===== src/sv/assert_macros.svh =====
// Assertion helpers shared by the RTL modules.
// The modules that use them have ports named clock and reset.
`ifndef ASSERT_MACROS_SVH
`define ASSERT_MACROS_SVH

// Clocked check that is switched off while reset is high.
`define CHECK_CLK(label, prop, msg) \
   label: assert property (@(posedge clock) disable iff (reset) prop) else $error(msg);

// Clocked check that also holds during reset.
`define CHECK_CLK_ALWAYS(label, prop, msg) \
   label: assert property (@(posedge clock) prop) else $error(msg);

`endif


===== src/sv/hlm_pkg.sv =====
package hlm_pkg;

   // Fixed field widths.
   localparam int TIME_W   = 48;
   localparam int NODE_W   = 8;
   localparam int MASK_BITS = 12;
   localparam int STATES_W = 2 * MASK_BITS;
   localparam int COUNT_W  = 4;
   localparam int CFG_W    = 32;
   localparam int ADDR_W   = 4;

   // Command queue depth, a power of two so the pointers wrap by themselves.
   localparam int QUEUE_DEPTH = 2;
   localparam int QPTR_W      = 1;

   // Status codes.
   localparam logic [1:0] STATUS_OK    = 2'd0;
   localparam logic [1:0] STATUS_RANGE = 2'd1;
   localparam logic [1:0] STATUS_UNREG = 2'd2;

   // Liveness classes.
   localparam logic [1:0] CLASS_SOUNDING = 2'd0;
   localparam logic [1:0] CLASS_WEAK     = 2'd1;
   localparam logic [1:0] CLASS_SILENT   = 2'd2;

   // Register indexes.
   localparam logic [1:0] REG_INTERVAL  = 2'd0;
   localparam logic [1:0] REG_THRESHOLD = 2'd1;
   localparam logic [1:0] REG_MASK      = 2'd2;

   // Reset values of the registers.
   localparam logic [CFG_W-1:0]     INTERVAL_RESET  = 32'd1000;
   localparam logic [CFG_W-1:0]     THRESHOLD_RESET = 32'd5000;
   localparam logic [MASK_BITS-1:0] MASK_RESET      = 12'd0;

   typedef struct packed {
      logic [CFG_W-1:0]     interval;
      logic [CFG_W-1:0]     threshold;
      logic [MASK_BITS-1:0] mask;
   } cfg_type;

   // One classified transaction as it waits in the queue.
   typedef struct packed {
      logic              scan;
      logic [1:0]        status;
      logic [NODE_W-1:0] node;
      logic [TIME_W-1:0] now;
   } cmd_type;

   typedef struct packed {
      logic [1:0]          status;
      logic [STATES_W-1:0] states;
      logic [COUNT_W-1:0]  sounding;
      logic [COUNT_W-1:0]  weak_cnt;
      logic [COUNT_W-1:0]  silent;
      logic [COUNT_W-1:0]  active;
      logic [COUNT_W-1:0]  watched;
   } rsp_type;

   typedef enum logic [1:0] {
      BK_IDLE,
      BK_SCAN,
      BK_DONE
   } back_state_type;

   // A node can only be registered if it has a bit in the mask.
   function automatic logic is_registered(input logic [MASK_BITS-1:0] mask,
                                          input logic [NODE_W-1:0] idx);
      logic result;
      result = 1'b0;
      if (idx < NODE_W'(MASK_BITS)) begin
         result = mask[idx[3:0]];
      end
      return result;
   endfunction

endpackage


===== src/sv/heartbeat_liveness_monitor_unit.sv =====
// Heartbeat liveness monitor for up to NODE_COUNT nodes.
// Request stream (req_): req_tuser carries the mode (0 beat, 1 scan); req_tdata carries
// the node index and the current time. A beat stamps a registered node and marks it
// sounding; a scan reclassifies every registered node from its elapsed time.
// Response stream (rsp_): one transaction per request with the status, the packed
// two-bit class of each node and, after a scan, the per-class counts.
// The APB-style csr_ port holds the beat interval, the silence threshold and the
// registration mask; write it only while no request is outstanding.
// A beat goes from the queue through the done state into the output register; a scan
// first walks the last-beat store one node per cycle through a three-stage read,
// subtract and classify pipeline. Requests are executed one at a time, each only after
// the previous result has been loaded into the output register.
// A two-entry command queue lets requests be accepted while a result waits on a
// stalled receiver; req_tready falls only when that queue is full.
// Reset clears the registers to their defaults, marks every node silent and never beat.
module heartbeat_liveness_monitor_unit #(
   parameter int NODE_COUNT = 12
) (
   input  logic        clock,
   input  logic        reset,
   // Request stream.
   input  logic        req_tvalid,
   output logic        req_tready,
   input  logic [55:0] req_tdata,   // node [7:0], now_ms [55:8]
   input  logic        req_tuser,   // mode [0]
   // Response stream.
   output logic        rsp_tvalid,
   input  logic        rsp_tready,
   output logic [47:0] rsp_tdata,   // status [1:0], node_states [25:2],
                                    // count_sounding [29:26], count_weak [33:30],
                                    // count_silent [37:34], count_active [41:38],
                                    // count_watched [45:42], zero [47:46]
   // Configuration port.
   input  logic        csr_psel,
   input  logic        csr_penable,
   input  logic        csr_pwrite,
   input  logic [3:0]  csr_paddr,
   input  logic [31:0] csr_pwdata,
   output logic [31:0] csr_prdata,
   output logic        csr_pready
);
   import hlm_pkg::*;

   cfg_type cfg;
   cmd_type push_cmd;
   cmd_type q_head;
   rsp_type rsp;
   logic    push;
   logic    pop;
   logic    q_full;
   logic    q_empty;

   hlm_csr u_csr (
      .clock       (clock),
      .reset       (reset),
      .csr_psel    (csr_psel),
      .csr_penable (csr_penable),
      .csr_pwrite  (csr_pwrite),
      .csr_paddr   (csr_paddr),
      .csr_pwdata  (csr_pwdata),
      .csr_prdata  (csr_prdata),
      .csr_pready  (csr_pready),
      .cfg         (cfg)
   );

   hlm_front #(
      .NODE_COUNT (NODE_COUNT)
   ) u_front (
      .req_tvalid (req_tvalid),
      .req_tready (req_tready),
      .mode       (req_tuser),
      .node       (req_tdata[7:0]),
      .now_ms     (req_tdata[55:8]),
      .cfg        (cfg),
      .q_full     (q_full),
      .push       (push),
      .push_cmd   (push_cmd)
   );

   hlm_queue u_queue (
      .clock    (clock),
      .reset    (reset),
      .push     (push),
      .push_cmd (push_cmd),
      .full     (q_full),
      .pop      (pop),
      .empty    (q_empty),
      .head     (q_head)
   );

   hlm_back #(
      .NODE_COUNT (NODE_COUNT)
   ) u_back (
      .clock     (clock),
      .reset     (reset),
      .cfg       (cfg),
      .q_empty   (q_empty),
      .q_head    (q_head),
      .pop       (pop),
      .rsp_valid (rsp_tvalid),
      .rsp_ready (rsp_tready),
      .rsp       (rsp)
   );

   // Pack the result fields from the lowest bit up.
   assign rsp_tdata = {2'b00, rsp.watched, rsp.active, rsp.silent, rsp.weak_cnt,
                       rsp.sounding, rsp.states, rsp.status};

endmodule


===== src/sv/hlm_csr.sv =====
module hlm_csr (
   input  logic                       clock,
   input  logic                       reset,
   input  logic                       csr_psel,
   input  logic                       csr_penable,
   input  logic                       csr_pwrite,
   input  logic [hlm_pkg::ADDR_W-1:0] csr_paddr,
   input  logic [hlm_pkg::CFG_W-1:0]  csr_pwdata,
   output logic [hlm_pkg::CFG_W-1:0]  csr_prdata,
   output logic                       csr_pready,
   output hlm_pkg::cfg_type           cfg
);
   import hlm_pkg::*;

   logic [CFG_W-1:0]     interval_ff;
   logic [CFG_W-1:0]     threshold_ff;
   logic [MASK_BITS-1:0] mask_ff;
   logic                 wr_en;
   logic [1:0]           reg_idx;

   assign csr_pready = 1'b1;
   assign reg_idx    = csr_paddr[3:2];
   assign wr_en      = csr_psel & csr_penable & csr_pwrite & csr_pready;

   // Register writes in the access phase; unknown indexes are dropped.
   always_ff @(posedge clock) begin
      if (reset) begin
         interval_ff  <= INTERVAL_RESET;
         threshold_ff <= THRESHOLD_RESET;
         mask_ff      <= MASK_RESET;
      end else if (wr_en) begin
         case (reg_idx)
            REG_INTERVAL:  interval_ff  <= csr_pwdata;
            REG_THRESHOLD: threshold_ff <= csr_pwdata;
            REG_MASK:      mask_ff      <= csr_pwdata[MASK_BITS-1:0];
            default: ;
         endcase
      end
   end

   // Read back.
   always_comb begin
      case (reg_idx)
         REG_INTERVAL:  csr_prdata = interval_ff;
         REG_THRESHOLD: csr_prdata = threshold_ff;
         REG_MASK:      csr_prdata = CFG_W'(mask_ff);
         default:       csr_prdata = '0;
      endcase
   end

   assign cfg.interval  = interval_ff;
   assign cfg.threshold = threshold_ff;
   assign cfg.mask      = mask_ff;

endmodule


===== src/sv/hlm_front.sv =====
module hlm_front #(
   parameter int NODE_COUNT = 12
) (
   input  logic                       req_tvalid,
   output logic                       req_tready,
   input  logic                       mode,
   input  logic [hlm_pkg::NODE_W-1:0] node,
   input  logic [hlm_pkg::TIME_W-1:0] now_ms,
   input  hlm_pkg::cfg_type           cfg,
   input  logic                       q_full,
   output logic                       push,
   output hlm_pkg::cmd_type           push_cmd
);
   import hlm_pkg::*;

   // Take a transaction whenever the queue has room.
   assign req_tready = ~q_full;
   assign push       = req_tvalid & req_tready;

   // Classify: scans always pass, beats are checked for range and registration.
   // The user must change the mask only while idle; the block does not enforce it.
   always_comb begin
      push_cmd.scan = mode;
      push_cmd.node = node;
      push_cmd.now  = now_ms;
      if (mode) begin
         push_cmd.status = STATUS_OK;
      end else if (node >= NODE_W'(NODE_COUNT)) begin
         push_cmd.status = STATUS_RANGE;
      end else if (!is_registered(cfg.mask, node)) begin
         push_cmd.status = STATUS_UNREG;
      end else begin
         push_cmd.status = STATUS_OK;
      end
   end

endmodule


===== src/sv/hlm_queue.sv =====
module hlm_queue (
   input  logic             clock,
   input  logic             reset,
   input  logic             push,
   input  hlm_pkg::cmd_type push_cmd,
   output logic             full,
   input  logic             pop,
   output logic             empty,
   output hlm_pkg::cmd_type head
);
   import hlm_pkg::*;

   cmd_type            entries_ff [QUEUE_DEPTH];
   logic [QPTR_W-1:0]  wr_ptr_ff;
   logic [QPTR_W-1:0]  rd_ptr_ff;
   logic [QPTR_W:0]    count_ff;

   assign full  = (count_ff == (QPTR_W + 1)'(QUEUE_DEPTH));
   assign empty = (count_ff == '0);
   assign head  = entries_ff[rd_ptr_ff];

   // Pointers and fill level.
   always_ff @(posedge clock) begin
      if (reset) begin
         wr_ptr_ff <= '0;
         rd_ptr_ff <= '0;
         count_ff  <= '0;
      end else begin
         if (push) begin
            wr_ptr_ff <= wr_ptr_ff + 1'b1;
         end
         if (pop) begin
            rd_ptr_ff <= rd_ptr_ff + 1'b1;
         end
         if (push && !pop) begin
            count_ff <= count_ff + 1'b1;
         end else if (pop && !push) begin
            count_ff <= count_ff - 1'b1;
         end
      end
   end

   // Entry storage.
   always_ff @(posedge clock) begin
      if (push) begin
         entries_ff[wr_ptr_ff] <= push_cmd;
      end
   end

endmodule


===== src/sv/hlm_back.sv =====
module hlm_back #(
   parameter int NODE_COUNT = 12
) (
   input  logic             clock,
   input  logic             reset,
   input  hlm_pkg::cfg_type cfg,
   input  logic             q_empty,
   input  hlm_pkg::cmd_type q_head,
   output logic             pop,
   output logic             rsp_valid,
   input  logic             rsp_ready,
   output hlm_pkg::rsp_type rsp
);
   import hlm_pkg::*;
   `include "assert_macros.svh"

   localparam int IDX_W  = (NODE_COUNT > 1) ? $clog2(NODE_COUNT) : 1;
   localparam int CNT_W  = $clog2(NODE_COUNT + 1);
   localparam int PACK_N = (NODE_COUNT < MASK_BITS) ? NODE_COUNT : MASK_BITS;

   back_state_type       state_ff, state_in;
   cmd_type              cmd_ff;
   logic                 load_rsp;
   logic                 beat_wr;
   logic [IDX_W-1:0]     beat_idx;

   // Last-beat store with one valid bit per entry; an invalid entry is treated as never beat.
   logic [TIME_W-1:0]    last_mem [NODE_COUNT];
   logic [NODE_COUNT-1:0] beat_vld_ff;
   logic [1:0]           class_ff [NODE_COUNT];

   // Scan pipeline.
   logic [CNT_W-1:0]     issue_cnt_ff;
   logic                 issuing;
   logic [IDX_W-1:0]     issue_idx;
   logic                 scan_done;
   logic [TIME_W-1:0]    rd_last_ff;
   logic                 rd_vld_ff;
   logic                 p1_vld_ff;
   logic                 p1_act_ff;
   logic [IDX_W-1:0]     p1_idx_ff;
   logic [TIME_W:0]      p1_diff;
   logic                 p2_vld_ff;
   logic                 p2_act_ff;
   logic [IDX_W-1:0]     p2_idx_ff;
   logic [TIME_W-1:0]    p2_elapsed_ff;
   logic                 p2_back_ff;
   logic                 p2_never_ff;
   logic [1:0]           p2_class;

   logic [COUNT_W-1:0]   cnt_snd_ff;
   logic [COUNT_W-1:0]   cnt_weak_ff;
   logic [COUNT_W-1:0]   cnt_sil_ff;
   logic [STATES_W-1:0]  packed_states;

   logic                 rsp_valid_ff;
   rsp_type              rsp_ff;

   assign issuing   = (state_ff == BK_SCAN) && (issue_cnt_ff != CNT_W'(NODE_COUNT));
   assign issue_idx = issue_cnt_ff[IDX_W-1:0];
   assign scan_done = !issuing && !p1_vld_ff && !p2_vld_ff;
   assign beat_wr   = pop && !q_head.scan && (q_head.status == STATUS_OK);
   assign beat_idx  = q_head.node[IDX_W-1:0];

   // Next state.
   always_comb begin
      state_in = state_ff;
      case (state_ff)
         BK_IDLE: begin
            if (!q_empty) begin
               state_in = q_head.scan ? BK_SCAN : BK_DONE;
            end
         end
         BK_SCAN: begin
            if (scan_done) begin
               state_in = BK_DONE;
            end
         end
         BK_DONE: begin
            if (load_rsp) begin
               state_in = BK_IDLE;
            end
         end
         default: state_in = BK_IDLE;
      endcase
   end

   // State outputs.
   always_comb begin
      pop      = 1'b0;
      load_rsp = 1'b0;
      case (state_ff)
         BK_IDLE: pop      = !q_empty;
         BK_DONE: load_rsp = !rsp_valid_ff || rsp_ready;
         default: ;
      endcase
   end

   always_ff @(posedge clock) begin
      if (reset) begin
         state_ff <= BK_IDLE;
      end else begin
         state_ff <= state_in;
      end
   end

   // Command held for the duration of its execution.
   always_ff @(posedge clock) begin
      if (pop) begin
         cmd_ff <= q_head;
      end
   end

   // Last-beat store: written by a good beat, read one entry per scan cycle.
   always_ff @(posedge clock) begin
      if (beat_wr) begin
         last_mem[beat_idx] <= q_head.now;
      end
      rd_last_ff <= last_mem[issue_idx];
   end

   always_ff @(posedge clock) begin
      if (reset) begin
         beat_vld_ff <= '0;
         rd_vld_ff   <= 1'b0;
      end else begin
         if (beat_wr) begin
            beat_vld_ff[beat_idx] <= 1'b1;
         end
         rd_vld_ff <= beat_vld_ff[issue_idx];
      end
   end

   // Scan issue counter and pipeline valid bits.
   always_ff @(posedge clock) begin
      if (reset) begin
         issue_cnt_ff <= '0;
         p1_vld_ff    <= 1'b0;
         p1_act_ff    <= 1'b0;
         p2_vld_ff    <= 1'b0;
         p2_act_ff    <= 1'b0;
      end else begin
         if (pop) begin
            issue_cnt_ff <= '0;
         end else if (issuing) begin
            issue_cnt_ff <= issue_cnt_ff + 1'b1;
         end
         p1_vld_ff <= issuing;
         p1_act_ff <= issuing && is_registered(cfg.mask, NODE_W'(issue_idx));
         p2_vld_ff <= p1_vld_ff;
         p2_act_ff <= p1_act_ff;
      end
   end

   // Elapsed time stage; the borrow flags a clock that went backwards.
   assign p1_diff = {1'b0, cmd_ff.now} - {1'b0, rd_last_ff};

   always_ff @(posedge clock) begin
      p1_idx_ff     <= issue_idx;
      p2_idx_ff     <= p1_idx_ff;
      p2_elapsed_ff <= p1_diff[TIME_W-1:0];
      p2_back_ff    <= p1_diff[TIME_W];
      p2_never_ff   <= !rd_vld_ff || (rd_last_ff == '0);
   end

   // Classification stage; the interval test takes priority over the threshold.
   always_comb begin
      if (p2_never_ff) begin
         p2_class = CLASS_SILENT;
      end else if (p2_back_ff) begin
         p2_class = CLASS_SOUNDING;
      end else if (p2_elapsed_ff <= TIME_W'(cfg.interval)) begin
         p2_class = CLASS_SOUNDING;
      end else if (p2_elapsed_ff <= TIME_W'(cfg.threshold)) begin
         p2_class = CLASS_WEAK;
      end else begin
         p2_class = CLASS_SILENT;
      end
   end

   // Node classes and per-class counts.
   always_ff @(posedge clock) begin
      if (reset) begin
         for (int i = 0; i < NODE_COUNT; i++) begin
            class_ff[i] <= CLASS_SILENT;
         end
         cnt_snd_ff  <= '0;
         cnt_weak_ff <= '0;
         cnt_sil_ff  <= '0;
      end else begin
         if (pop) begin
            cnt_snd_ff  <= '0;
            cnt_weak_ff <= '0;
            cnt_sil_ff  <= '0;
         end else if (p2_vld_ff && p2_act_ff) begin
            case (p2_class)
               CLASS_SOUNDING: cnt_snd_ff  <= cnt_snd_ff + 1'b1;
               CLASS_WEAK:     cnt_weak_ff <= cnt_weak_ff + 1'b1;
               default:        cnt_sil_ff  <= cnt_sil_ff + 1'b1;
            endcase
         end
         if (beat_wr) begin
            class_ff[beat_idx] <= CLASS_SOUNDING;
         end else if (p2_vld_ff && p2_act_ff) begin
            class_ff[p2_idx_ff] <= p2_class;
         end
      end
   end

   // Only the first PACK_N nodes appear in the packed states, whether masked or not.
   always_comb begin
      packed_states = '0;
      for (int i = 0; i < PACK_N; i++) begin
         packed_states[2*i +: 2] = class_ff[i];
      end
   end

   // Output register; it is reloaded once the previous result has been taken.
   always_ff @(posedge clock) begin
      if (reset) begin
         rsp_valid_ff <= 1'b0;
      end else if (load_rsp) begin
         rsp_valid_ff <= 1'b1;
      end else if (rsp_ready) begin
         rsp_valid_ff <= 1'b0;
      end
   end

   always_ff @(posedge clock) begin
      if (load_rsp) begin
         rsp_ff.status   <= cmd_ff.status;
         rsp_ff.states   <= packed_states;
         rsp_ff.sounding <= cnt_snd_ff;
         rsp_ff.weak_cnt <= cnt_weak_ff;
         rsp_ff.silent   <= cnt_sil_ff;
         rsp_ff.active   <= cnt_snd_ff + cnt_weak_ff;
         rsp_ff.watched  <= cnt_snd_ff + cnt_weak_ff + cnt_sil_ff;
      end
   end

   assign rsp_valid = rsp_valid_ff;
   assign rsp       = rsp_ff;

   `CHECK_CLK(a_pipe_only_in_scan, (p1_vld_ff || p2_vld_ff) |-> (state_ff == BK_SCAN), "scan pipeline busy outside a scan")
   `CHECK_CLK(a_rsp_from_done, $rose(rsp_valid_ff) |-> $past(state_ff == BK_DONE), "result raised outside the done state")
   `CHECK_CLK(a_counts_bounded, (state_ff == BK_DONE) |-> ((6'(cnt_snd_ff) + 6'(cnt_weak_ff) + 6'(cnt_sil_ff)) <= 6'(MASK_BITS)), "class counts exceed the maskable nodes")

endmodule


===== config.mk =====
export PLATFORM = sky130hd
export DESIGN_NAME = heartbeat_liveness_monitor_unit
export DESIGN_NICKNAME = d
export VERILOG_FILES = /design/src/sv/hlm_pkg.sv /design/src/sv/heartbeat_liveness_monitor_unit.sv /design/src/sv/hlm_csr.sv /design/src/sv/hlm_front.sv /design/src/sv/hlm_queue.sv /design/src/sv/hlm_back.sv
export VERILOG_INCLUDE_DIRS = /design/src /design/src/sv
export SDC_FILE = /design/constraint.sdc
export NUM_CORES = 1
export LEC_CHECK = 0
export ABC_AREA = 1
export BUFFER_PORTS_ARGS = -buffer_cell sky130_fd_sc_hd__clkbuf_2
export CAP_MARGIN = 20
export CORE_MARGIN = 4
export CORE_UTILIZATION = 40
export CTS_CLUSTER_SIZE = 30
export DETAILED_ROUTE_END_ITERATION = 16
export PLACE_DENSITY = 0.6
export SYNTH_ARGS = -nofsm -noshare
export SYNTH_HDL_FRONTEND = slang
export SYNTH_SLANG_ARGS = --single-unit
export TNS_END_PERCENT = 5

===== constraint.sdc =====
create_clock -name clock -period 6.78 [get_ports clock]
set_input_delay 1.017 -clock clock [delete_from_list [all_inputs] [get_ports clock]]
set_output_delay 1.017 -clock clock [all_outputs]
set_load 0.05 [all_outputs]

# Yosys cells after proc, flatten, opt, wreduce, memory -nomap -nowiden
# Memory sizes are Yosys's and may differ from the RTL's. A register that Yosys moved wholly into a read port is not among the register bits.
# Index checks and enable logic that the tools add are counted.
[totals] register_bits=246 latch_bits=0 ram_bits=718 mem_bits_ro=0 in_bits=100 out_inout_bits=83 word_cells=162 mem_count=3
[op_classes] addsub=11 multipliers=0 n_div=0 order_cmp=9 n_eq_ne=10 n_shift=0 n_mux=52 bitwise=6 reduce_logical=40
[mem_list] name="u_back.last_mem" depth=12 width=48 rd=1 rd_ports_with_merged_regs=1 write_ports=1 line_no="hlm_back.sv:28" rtl="logic [TIME_W-1:0] last_mem [NODE_COUNT];"
[mem_list] name="u_queue.entries_ff" depth=2 width=59 rd=1 rd_ports_with_merged_regs=1 write_ports=1 line_no="hlm_queue.sv:13" rtl="cmd_type entries_ff [QUEUE_DEPTH];"
[mem_list] name="u_back.class_ff" depth=12 width=2 rd=12 rd_ports_with_merged_regs=12 write_ports=12 line_no="hlm_back.sv:30" rtl="logic [1:0] class_ff [NODE_COUNT];"
[ops] op="$le A48 B32 Y1" n=2
[ops] op="$pmux W32 S3" n=1
[ops] op="$sub A48 B48 Y49" n=1
[ops] op="$logic_not A48 Y1" n=1
[ops] op="$mux W2" n=15
[ops] op="$mux W1" n=29
[ops] op="$add A4 B1 Y4 const B" n=4
[ops] op="$lt A4 B5 Y1 const B" n=3
[ops] op="$bmux W1 S4" n=3
[ops] op="$or A12 B12 Y12" n=1
[ops] op="$reduce_and A2 Y1" n=6
[ops] op="$logic_and A1 B1 Y1" n=10
[ops] op="$logic_not A2 Y1" n=5
[ops] op="$logic_not A1 Y1" n=9
[ops] op="$add A4 B4 Y4" n=2
[ops] op="$ge A8 B4 Y1 const B" n=1
[ops] op="$lt A8 B4 Y1 const B" n=1
[ops] op="$mux W4" n=2
[ops] op="$reduce_or A2 Y1" n=4
[ops] op="$eq A2 B1 Y1 const B" n=3
[ops] op="$eq A2 B2 Y1 const B" n=3
[ops] op="$pmux W2 S3" n=1
[ops] op="$demux W1 S4" n=1
[ops] op="$ge A4 B1 Y1 const B" n=1
[ops] op="12 further kinds" n=19

# Longest topological paths before layout
[logic_depth] word_depth=11 depth_mapped=19 depth_no_buf=19

# Hierarchy
# A second synthesis with hierarchy kept.
[unflattened] hier_cells=3938 hier_area_um2=43860.8
[by_module_without_submodules] module="hlm_back" n_inst=1 cells_per_inst=3086 area_per_inst_um2=35187.5 seq_area_each_um2=23742.8
[by_module_without_submodules] module="hlm_queue" n_inst=1 cells_per_inst=217 area_per_inst_um2=4529.3 seq_area_each_um2=3643.5
[by_module_without_submodules] module="hlm_csr" n_inst=1 cells_per_inst=525 area_per_inst_um2=3467.1 seq_area_each_um2=1521.5
[by_module_without_submodules] module="hlm_front" n_inst=1 cells_per_inst=107 area_per_inst_um2=658.1 seq_area_each_um2=0.0
[by_module_without_submodules] module="heartbeat_liveness_monitor_unit" n_inst=1 cells_per_inst=3 area_per_inst_um2=18.8 seq_area_each_um2=0.0

# Least setup slack after synthesis
# Ideal clock, no wire load.
[synth_path] path_kind="input to register" from="in rsp_tready" to="reg rsp_tdata[10] (netlist name)" setup_ps=507 arrival_time_ps=4209 required_time_ps=6273 slack_ps=2065 cell_stages=2 n_path_buf=0 path_cell_list="nor2_1 nor3_1"
[synth_via] elab_chain_len=2
[synth_rtl] element="start: declaration" line_no="heartbeat_liveness_monitor_unit.sv:28" rtl="input logic rsp_tready,"
[synth_rtl] element="$logic_or A1 B1 Y1" line_no="hlm_back.sv:94" rtl="BK_DONE: load_rsp = !rsp_valid_ff || rsp_ready;"
[synth_rtl] element="$mux W1" line_no="hlm_back.sv:92" rtl="case (state_ff)"
[synth_rtl] element="net u_back.load_rsp" line_no="hlm_back.sv:23" rtl="logic load_rsp;"
# The timed path passes the listed nets, and every way through them passes these cells.
# A chain may end at the register's enable or synchronous reset.

# Worst setup path in the final report
[layout_path] from="in csr_paddr[2]" to="out csr_prdata[31]"
[layout_via] elab_chain_len=2 elab_cells_between_ends=4 classes_between="eq/ne (2); mux (1); reduce/logical (1)"
[layout_rtl] element="start: declaration" line_no="heartbeat_liveness_monitor_unit.sv:37" rtl="input logic [3:0] csr_paddr,"
[layout_rtl] element="$eq A2 B2 Y1 (tied with other cells)" line_no="hlm_csr.sv:43" rtl="case (reg_idx)"
[layout_rtl] element="$pmux W32 S3 (*)" line_no="hlm_csr.sv:43"
[layout_rtl] element="end: declaration" line_no="heartbeat_liveness_monitor_unit.sv:39" rtl="output logic [31:0] csr_prdata,"
# Mark *: on every way between the ends. The rest lies on a longest branch, timed or not.

==> key figures <==
Logic synthesis
  • Commonest cells in the netlist: edfxtp_1 (806), nor2_1 (586), o21ai_0 (485)
  • Synthesis Warnings: 0
  • Async SR Flop Fraction: 0%
  • Post-synthesis xor/xnor area fraction: 1.242%
  • Largest family of logic cells by synthesized area: compound AO/OA/AOI/OAI gates
  • Flops & latches, synth: just over 1000
  • Netlist cell types: 49
  • Mux share of post-synthesis cell area: under 10%
  • Area share of fa/ha/maj cells after synthesis: ~3.8%
  • Post-synthesis simple-gate area fraction: ~9.8%
  • Top cells by area, synth: edfxtp_1 (57%), dfxtp_1 (11%), o21ai_0 (5.7%), nor2_1 (5.2%), ha_1 (3.7%)
  • Top-count cell post-synth: edfxtp_1
  • Cells after Synth: roughly 3600
  • Register area share after synthesis: roughly two thirds
  • Post-Syn Area: about 42000 um^2
  • Synth top area share: 57.22%
  • Synth Area in Compound Gates: approximately 12%
  • EDFF count, synth: 806
  • Mean Syn Cell Area: roughly 12 um^2
  • Synth area leader: edfxtp_1
  • Main synth FF type: edfxtp_1

Routing
  • Initial DRC Count: 2217
  • Vias: between 20000 and 30000
  • Remaining DRCs: 0
  • Final ANT Viol Nets: 0
  • Detailed-route wire length: 108.7 mm
  • Routed wire per std cell: 20.58 um
  • First drt pass iteration count: 5
  • Via density: ~5.3

Floorplanning
  • Row count: 119
  • Die X: between 300 and 400 um
  • Die Height: roughly 330 um
  • Core area: about 110000 um^2
  • Io pins: 183
  • DIE AREA: 111000 um^2
  • Initial core utilization: 40.24%

Run
  • # Max-Cap Violations: 0

Setup path
  • Path depth of the worst reg2reg path: 11
  • Startpoint types: input pin
  • Critical Path RT: about 5.8 ns
  • Critical Path AT: between 3 and 4 ns
  • Worst Setup End Kind: output pin
  • CP max FO: 23
  • Worst Setup Path Type: in -> out

Timing
  • Endpoints failing setup: 0
  • Max frequency: roughly 240 MHz
  • Final slew viol count: 0
  • Post-Route Skew: about 0.030 ns
  • Crit share post-route: between 60% and 70%
  • RSZ-0062 raised after global routing: false
  • Final worst slack: between 2 and 3 ns
  • Setup TNS: 0 ns
  • Worst-Margin Slew: roughly 1.1 ns
  • Max-slew headroom: between 20% and 30%
  • Final hold vios: 0
  • Crit path time final: between 4 and 5 ns

Clock network
  • Root buffer cell: clkbuf_16
  • Clock transition at path regs: around 0.06 ns
  • CTS tree: yes
  • Resized Gates After CTS: 0
  • Hold buffers post-CTS: 0
  • # Post-CTS Setup Buffers: 0
  • Clock Path Buffers: 3
  • H-tree levels: 3
  • CTS sink count: approximately 1000
  • Worst-skew pair later-pin latency: 0.68 ns
  • CTS Buf Count: 106

Power and ir drop
  • Overall Power: a little over 20000 uW
  • P per Cell Area: about 420 nW/um^2
  • Leak Pwr: around 0.017 uW
  • Worst VDD drop: 0.0002740 V

Global routing
  • Grt met3 use: 2.841%
  • Busiest grt layer: met2
  • Vias in the first global route: 26919
  • Global Route Usage Sum: between 10% and 20%
  • Antenna violations before repair: 3
  • Wire length of the first global-routing pass: around 170 mm
  • Largest net degree at the start of global routing: 139
  • GR Util met2: a little under a third
  • Remaining global-route overflow: 0
  • Met1 Use GR: between 20% and 30%

Outcome
  • Status: complete, no violations

Finish
  • Total Nets Final: ~4000
  • Filler cell count: 9608
  • Synthesis-to-finish area growth: 13.90%
  • Sequential Area: 28680 um^2
  • N_diodes: 0
  • Multi-input gate area: 12110 um^2
  • Layout cells sized above 1: between 10% and 20%

Placed design
  • GP Congestion: roughly 0.94
  • I/O Buffers: approximately 180
  • HPWL Detailed: between 60 and 70 mm
  • Setup WS pre-CTS: approximately 2.3 ns

Worst hold path
  • Hold WC Path Type: reg -> reg
  • Hold Path Depth: 0
metal layers:
layer / part of all wire [%] / wire, um
met5: 0.022 / 24
met4: 2.1 / 2294
met3: 6.0 / 6534
met2: 46 / 50360
met1: 46 / 49470
worst paths after layout:
path                            start                     end  slack, ns
hold / removal    u_back.p1_idx_ff[1]     u_back.p2_idx_ff[1]       0.33
setup reg to reg   u_back.state_ff[1]  u_back.last_mem[2][46]       2.68
setup / recovery         csr_paddr[2]          csr_prdata[31]       2.61
hold reg to reg   u_back.p1_idx_ff[1]     u_back.p2_idx_ff[1]       0.33
flip-flops by register name, summed over array words and instances (netlist names), 22 cells and up, named ones only:
register	flops
u_back.rd_last_ff	48
u_csr.interval_ff	32
u_back.p2_elapsed_ff	48
u_back.cmd_ff	50
u_back.class_ff	24
u_csr.threshold_ff	32
u_queue.entries_ff	110
u_back.rsp	22
u_back.last_mem	576
rsp_tdata	24
cell type report:
| class | count | area share (%) |
|---|---|---|
| repair buffers | 211 | 2.527 |
| inverters | 259 | 2.044 |
| multi-input cells | 2192 | 25.14 |
| clock buffers | 127 | 5.809 |
| flip-flops and latches | 1029 | 59.53 |
| well taps | 1391 | 3.612 |
| clock inverters | 72 | 1.337 |
worst max-delay path, cell delays in order:
cell      delay (ns)
clkbuf_2        0.09
inv_1           0.04
nor2_1          0.65
inv_1           0.63
o22ai_1         0.37
clkbuf_2        0.34
cells by family (layout without fill, tap and decap cells):
| logic type | after synthesis | count (layout) |
|---|---|---|
| buffers and inverters | 428 | 669 |
| flip-flops | 1029 | 1029 |
| AO/OA/AOI/OAI | 923 | 923 |
| AND/OR/NAND/NOR | 1028 | 1028 |
| adder cells (fa/ha/maj) | 127 | 127 |
| XOR/XNOR | 60 | 60 |
| other | 2 | 3 |
| multiplexers | 51 | 51 |
where the power goes:
group / switching, uW / internal [uW] / leakage [uW]
Sequential: 518 / 8040 / 0.00913
Clock: 2390 / 3320 / 0.00167
Combinational: 4300 / 1830 / 0.00636
Total: 7210 / 13200 / 0.0172
cell usage in the layout (no fill, tap or decap), types with 109 or more instances in the layout:
cell	netlist	final
o21ai_0	485	485
edfxtp_1	806	806
clkbuf_16	0	109
inv_1	253	251
clkbuf_2	0	177
ha_1	124	124
dfxtp_1	223	218
a21oi_1	188	188
nand2_1	308	308
nor2_1	586	572
through the flow:
| step | area (um^2) | utilization [%] | cells | hold WS [ns] |
|---|---|---|---|---|
| after detailed placement | 44700 | 42.52 | 5080 | 0.3121 |
| after floorplan | 42300 | - | 3649 | 0.3096 |
| after global routing | 48180 | 45.84 | 5281 | 0.3306 |
| after global placement | 44700 | 42.52 | 5080 | 0.3119 |
| after CTS | 48140 | 45.80 | 5279 | 0.3253 |
| final | 48180 | 45.84 | 5281 | 0.3264 |
Note: power is estimated with default switching activity, not from simulation.
